## src/fccl_pkg.sv

```systemverilog
// Shared widths, constants, register codes and types of the friction circle current limit.
`timescale 1ns / 1ps
package fccl_pkg;

	localparam int unsigned LOAD_W     = 16;
	localparam int unsigned ACCEL_W    = 16;
	localparam int unsigned LIMIT_W    = 16;
	localparam int unsigned MU_W       = 16;
	localparam int unsigned MASS_W     = 10;
	localparam int unsigned SHARE_W    = 17;
	localparam int unsigned CPF_W      = 20;
	localparam int unsigned CFG_W      = 20;
	localparam int unsigned FORCE_W    = 32;
	localparam int unsigned SQ_W       = 64;
	localparam int unsigned SQRT_STEPS = 32;
	localparam int unsigned FY_SHIFT   = 9;
	localparam int unsigned CUR_SHIFT  = 28;

	localparam logic [SHARE_W-1:0] SHARE_ONE = 17'd65536;

	localparam logic [MU_W-1:0]    FRICTION_COEFF_RST    = 16'd16384;
	localparam logic [MASS_W-1:0]  VEHICLE_MASS_RST      = 10'd300;
	localparam logic [SHARE_W-1:0] REAR_WEIGHT_SHARE_RST = 17'd32768;
	localparam logic [CPF_W-1:0]   CURRENT_PER_FORCE_RST = 20'd65536;

	typedef enum logic [1:0] {
		REG_FRICTION_COEFF    = 2'd0,
		REG_VEHICLE_MASS      = 2'd1,
		REG_REAR_WEIGHT_SHARE = 2'd2,
		REG_CURRENT_PER_FORCE = 2'd3
	} cfg_reg_t;

	// One wheel's square root in progress: remaining radicand and partial root.
	typedef struct packed {
		logic [SQ_W-1:0] rem;
		logic [SQ_W-1:0] root;
	} root_lane_t;

	typedef struct packed {
		root_lane_t left;
		root_lane_t right;
	} root_pair_t;

endpackage

```

## src/fccl_scale.sv

```systemverilog
// Scales both roots by the current gain and saturates them to the limit width.
`timescale 1ns / 1ps
module fccl_scale (
	input  logic                          clk,
	input  logic                          arst_n,
	input  logic                          adv,
	input  logic                          valid_in,
	input  logic [fccl_pkg::FORCE_W-1:0]  root_left,
	input  logic [fccl_pkg::FORCE_W-1:0]  root_right,
	input  logic [fccl_pkg::CPF_W-1:0]    current_per_force,
	output logic                          valid_q,
	output logic [fccl_pkg::LIMIT_W-1:0]  limit_left_q,
	output logic [fccl_pkg::LIMIT_W-1:0]  limit_right_q
);
	import fccl_pkg::*;

	localparam int unsigned PROD_W = FORCE_W + CPF_W;
	localparam int unsigned CUR_W  = PROD_W - CUR_SHIFT;

	logic [PROD_W-1:0]  prod_left, prod_right;
	logic [CUR_W-1:0]   cur_left, cur_right;
	logic [LIMIT_W-1:0] sat_left, sat_right;

	assign prod_left  = PROD_W'(root_left) * PROD_W'(current_per_force);
	assign prod_right = PROD_W'(root_right) * PROD_W'(current_per_force);
	assign cur_left   = prod_left[PROD_W-1:CUR_SHIFT];
	assign cur_right  = prod_right[PROD_W-1:CUR_SHIFT];
	assign sat_left   = (|cur_left[CUR_W-1:LIMIT_W]) ? '1 : cur_left[LIMIT_W-1:0];
	assign sat_right  = (|cur_right[CUR_W-1:LIMIT_W]) ? '1 : cur_right[LIMIT_W-1:0];

	always_ff @(posedge clk or negedge arst_n) begin
		if (!arst_n) begin
			valid_q <= 1'b0;
		end else if (adv) begin
			valid_q <= valid_in;
		end
	end

	always_ff @(posedge clk) begin
		if (adv) begin
			limit_left_q  <= sat_left;
			limit_right_q <= sat_right;
		end
	end

endmodule

```

## config.mk

```make
export PLATFORM = sky130hd
export DESIGN_NAME = fccl_scale
export DESIGN_NICKNAME = d
export VERILOG_FILES = /design/src/fccl_pkg.sv /design/src/fccl_scale.sv
export SDC_FILE = /design/constraint.sdc
export NUM_CORES = 2
export LEC_CHECK = 0
export BUFFER_PORTS_ARGS = -buffer_cell sky130_fd_sc_hd__buf_2
export CAP_MARGIN = 20
export CELL_PAD_IN_SITES_DETAIL_PLACEMENT = 1
export CELL_PAD_IN_SITES_GLOBAL_PLACEMENT = 1
export CORE_UTILIZATION = 40
export CTS_BUF_LIST = sky130_fd_sc_hd__clkbuf_2 sky130_fd_sc_hd__clkbuf_4 sky130_fd_sc_hd__clkbuf_8
export DETAILED_ROUTE_END_ITERATION = 7
export GPL_TIMING_DRIVEN = 0
export PLACE_DENSITY = 0.68
export SLEW_MARGIN = 25
export SYNTH_ARGS = -nofsm -noshare
export SYNTH_HDL_FRONTEND = slang
export SYNTH_SLANG_ARGS = --single-unit
```

## constraint.sdc

```tcl
create_clock -name clk -period 1.93 [get_ports clk]
set_input_delay 0.193 -clock clk [delete_from_list [all_inputs] [get_ports clk]]
set_output_delay 0.193 -clock clk [all_outputs]
set_load 0.02 [all_outputs]
```

Word-level counts from Yosys, hierarchy flattened
Index checks and enable logic that the tools add are counted.

storage, ports and cells
  register bits after elaboration = 33
  bits of input ports = 88
  output and inout port bits = 33
  logic and storage cells = 7

operators by class
  multiply operators = 2
  reduce and logical (&&, ||, !) cells = 2

operators with widths
  kind                          count
  multiplier 32 x 20 -> 52 bit  2
  OR reduction 8 bit            2

Logic depth before layout (Yosys ltp)
  depth after elaboration = 2
  mapped depth = 28
  gate-level depth less buffers = 25

Worst setup path after synthesis
No wires, ideal clock.

  path type = input-to-reg
  start point = input port current_per_force[5] in the netlist's numbering
  end point = register limit_right_q[9] in the netlist's numbering, data pin
  setup time = 0.281 ns
  arrival time = 6.812 ns
  required time = 1.649 ns
  path slack = -5.163 ns
  stages on the path = 23
  path buffers = 3
  path through = clkbuf_1 -> clkbuf_1 -> nand2_1 -> fa_1 -> fa_1 -> fa_1 -> inv_1 -> fa_1 -> fa_1 -> fa_1 -> inv_1 -> fa_1 -> inv_1 -> ha_1 -> nand4_4 -> nor4_1 -> o2111a_1 -> a21oi_1 -> o21ai_1 -> mux2_2 -> a32oi_2 -> buf_2 -> nand4_1

between the ends
  longest elaborated chain between the ends = 2

ends and longest elaborated chain
  item                            line              RTL
  start, declared                 fccl_scale.sv:10  input logic [fccl_pkg::CPF_W-1:0] current_per_force,
  multiplier 32 x 20 -> 52 bit *  fccl_scale.sv:25  assign prod_right = PROD_W'(root_right) * PROD_W'(current_per_force);
  OR reduction 8 bit              fccl_scale.sv:29  assign sat_right = (|cur_right[CUR_W-1:LIMIT_W]) ? '1 : cur_right[LIMIT_W-1:0];
  end signal, assigned            fccl_scale.sv:42  limit_right_q <= sat_right;
  end, declared                   fccl_scale.sv:13  output logic [fccl_pkg::LIMIT_W-1:0] limit_right_q

Mark *: on every way between the ends. The rest lies on a longest branch, timed or not.
A chain may end at the register's enable or synchronous reset.

Worst setup path after layout
  start point = input port current_per_force[1] in the netlist's numbering
  end point = register limit_right_q[7] in the netlist's numbering, data pin

Same word-level chain as after synthesis.

==> results.sh <==
export IMPL_cts_htree_levels=2
export IMPL_slowest_delay_ns=0.86
export IMPL_critPathSlowestCell="clkdlybuf4s15_1"
export IMPL_first_global_vias=38070
export IMPL_final_cell_mix="inv_1, fa_1, nand2_1"
export IMPL_synth_edff_count=32
export IMPL_path_max_fanout=10
export IMPL_fin_skew_ns=0
export IMPL_worst_pin_slew_ns=1.053
export IMPL_dp_cells=6175
export IMPL_fin_util_pct=46.02
export IMPL_cts_root_buffer="clkbuf_8"
export IMPL_synth_top_area_cell="fa_1"
export IMPL_ys_ff_latch=33
export IMPL_failed_checks="setup timing"
export IMPL_clk_latency_ns=0.36
export IMPL_antenna_found_initial=22
export IMPL_critical_path_class="primary input to flip-flop"
export IMPL_start_kind="primary input"
export IMPL_critPathBufInv=6
export IMPL_syn_num_nets=6232
export IMPL_grt_overflow_total=0
export IMPL_r2r_slack_ns=1.19
export IMPL_crit_path_frequent_cell="fa_1"
export IMPL_rsz0062_at_grt="yes"
export IMPL_maxCapViolCount=0
export IMPL_drive_above_1_share_pct=11.92
export IMPL_numPortBuffers=40
export IMPL_final_common_cell="inv_1"
export IMPL_rows=118
export IMPL_ys_async_sr_fraction_pct=3.030
export IMPL_yosys_area_top_type_share_pct=50.81
export IMPL_start_util_pct=40.56
export IMPL_setup_ws_ns=-5.094
export IMPL_die_x_um=326.6
export IMPL_via_count=34130
export IMPL_avgViaCountPerCell=5.424
export IMPL_drv_slew=0
export IMPL_r2r_end="valid_q$_DFFE_PN0P_"
export IMPL_synthTopCellsByArea="fa_1, inv_1, and2_1, ha_1, nand2_1"
export IMPL_clock_sinks=33
export IMPL_outcome="finished with violations"
export IMPL_grt_max_degree=34
export IMPL_die_y_um=326.6
export IMPL_yosysWarningCount=0
export IMPL_dieArea_um2=106700
export IMPL_cts_buffer_depth=2
export IMPL_finalSetupTns_ns=-162.23
export IMPL_hold_path_class="primary input to flip-flop"
export IMPL_fin_crit_ns=7.024
export IMPL_crit_family="adder cells"
export IMPL_cp_depth=21
export IMPL_hold_viol_final=0
export IMPL_grt_pass1_wl_um=242300
export IMPL_crit_path_cell_trace="buf_2 -> clkdlybuf4s15_1 -> nand2_1 -> fa_1 -> inv_1 -> fa_2 -> fa_2 -> fa_1 -> fa_1 -> ha_4 -> nand4_4 -> nor3_2 -> inv_1 -> a311oi_1 -> o21ai_1 -> mux2_2 -> nand2_1 -> nor4_4 -> buf_6 -> clkbuf_16 -> nand4_1"
export IMPL_holdPathStages=2
export IMPL_fmax_mhz=142.4
export IMPL_drc=0
export IMPL_cts_inserted_buffers=5
export IMPL_final_nets=6369
export IMPL_fin_crit_sh_pct=364.0
export IMPL_hold_end="valid_q$_DFFE_PN0P_"
export IMPL_core_area_um2=103900
export IMPL_end_kind="flip-flop"
export IMPL_path_clk_slew_ns=0.09
export IMPL_synth_cells=4754
export IMPL_synth_area_um2=42160
export IMPL_ys_flop_type="edfxtp_1"
export IMPL_avgSynthCellArea_um2=8.868
export IMPL_first_pass_iters=8
export IMPL_required_ns=2.04
export IMPL_syn2layout_area_growth_pct=13.46
export IMPL_arrival_ns=7.14
export IMPL_stdcell_count=6292
export IMPL_ys_types=83
export IMPL_worst_r2r_cell_count=1
export IMPL_routedWlPerCell_um=26.15
export IMPL_hp_start="valid_in"
export IMPL_dr_first_iter_drc_count=2575
export IMPL_grtUsageTotal_pct=31.17
export IMPL_gp_congestion=0.9662
export IMPL_cts_tree="done"
export IMPL_ios=121
export IMPL_finalSetupViolCount=32
export IMPL_post_dp_hpwl_um=133800
export IMPL_fin_hold_ws_ns=0.06452
export IMPL_relSlewSlack_pct=29.77
export IMPL_ant_nets=0
export IMPL_r2r_start="valid_q$_DFFE_PN0P_"
export IMPL_seq_area_frac_synth_pct=2.339
export IMPL_finalWirelength_um=164500
-- Yosys cell counts (all sizes together), types with 3 or more instances --
library cell / instances
inv: 1105
fa: 1070
nand2: 723
and2: 642
ha: 320
clkbuf: 285
a21oi: 108
o21ai: 76
nand4: 56
nor2: 52
edfxtp: 32
xnor2: 26
a21o: 19
nor3: 19
xor2: 19
nand3: 14
o21bai: 14
o211ai: 13
and3: 12
buf: 12
a211oi: 11
a31oi: 11
o21a: 11
or3: 9
nor4: 8
and4: 7
a221oi: 6
o31ai: 6
a21boi: 5
mux2: 5
o2111ai: 5
a311oi: 4
nand3b: 4
a2111oi: 3
a221o: 3
a22oi: 3
nand2b: 3
o2111a: 3
o221ai: 3
o41ai: 3
-- cells by family after synthesis --
group           Yosys count  synth area share, %
xor+xnor                 45               0.9349
compound gates          323                4.992
simple gates           1556                18.67
flops                    33                2.339
fa+ha+maj              1390                60.31
buf+inv                1402                12.62
mux                       5               0.1335
-- sequential cells by signal, indices dropped and copies added, names as in the netlist --
register,count
limit_right_q,16
limit_left_q,16
valid_q,1
-- cell type report --
type | instances | area [um2]
timing repair buffer | 140 | 1171
antenna | 20 | 50.05
sequential | 33 | 985.9
clock inverter | 3 | 41.29
multi-input combinational | 3319 | 36830
inverter | 1105 | 4148
buffer | 287 | 2813
tap | 1380 | 1727
fill | 12100 | 56110
clock buffer | 5 | 68.82
-- worst max-delay path by stage --
| stage | start | to |
|---|---|---|
| 3_3_place_gp | current_per_force[6] | limit_right_q[14]$_SDFFCE_PP1P_ |
| 3_5_place_dp | current_per_force[6] | limit_right_q[5]$_SDFFCE_PP1P_ |
| 5_1_grt | current_per_force[10] | limit_right_q[0]$_SDFFCE_PP1P_ |
| 2_1_floorplan | current_per_force[19] | limit_right_q[14]$_SDFFCE_PP1P_ |
| 4_1_cts | current_per_force[5] | limit_right_q[5]$_SDFFCE_PP1P_ |
| 6_report | current_per_force[1] | limit_right_q[7]$_SDFFCE_PP1P_ |
-- routing by layer --
layer	wire length, um	global-route usage (%)
met1	65270	39.92
met2	79070	51.94
met3	13450	5.957
met4	6677	12.19
met5	40	0
-- stage by stage --
| stage | instance area, um2 | worst slack (ns) |
|---|---|---|
| finish | 47830 | -5.094 |
| global placement | 44510 | -7.726 |
| detailed placement | 44550 | -7.266 |
| CTS | 46380 | -5.146 |
| global route | 47790 | -5.258 |
| floorplan | 42580 | -4.878 |
-- what timing repair did --
item / in CTS / in global routing
cloned: 2 / 5
hold buffers: 1 / 0
endpoints found under the hold margin: 1 / 0
setup endpoints to repair: 32 / 32
setup buffers: 35 / 56
gates resized for setup: 372 / 353
pin swaps: 37 / 101
Power is not shown: default switching activity piles up to over one toggle a cycle in this logic, so the estimate is an artifact.
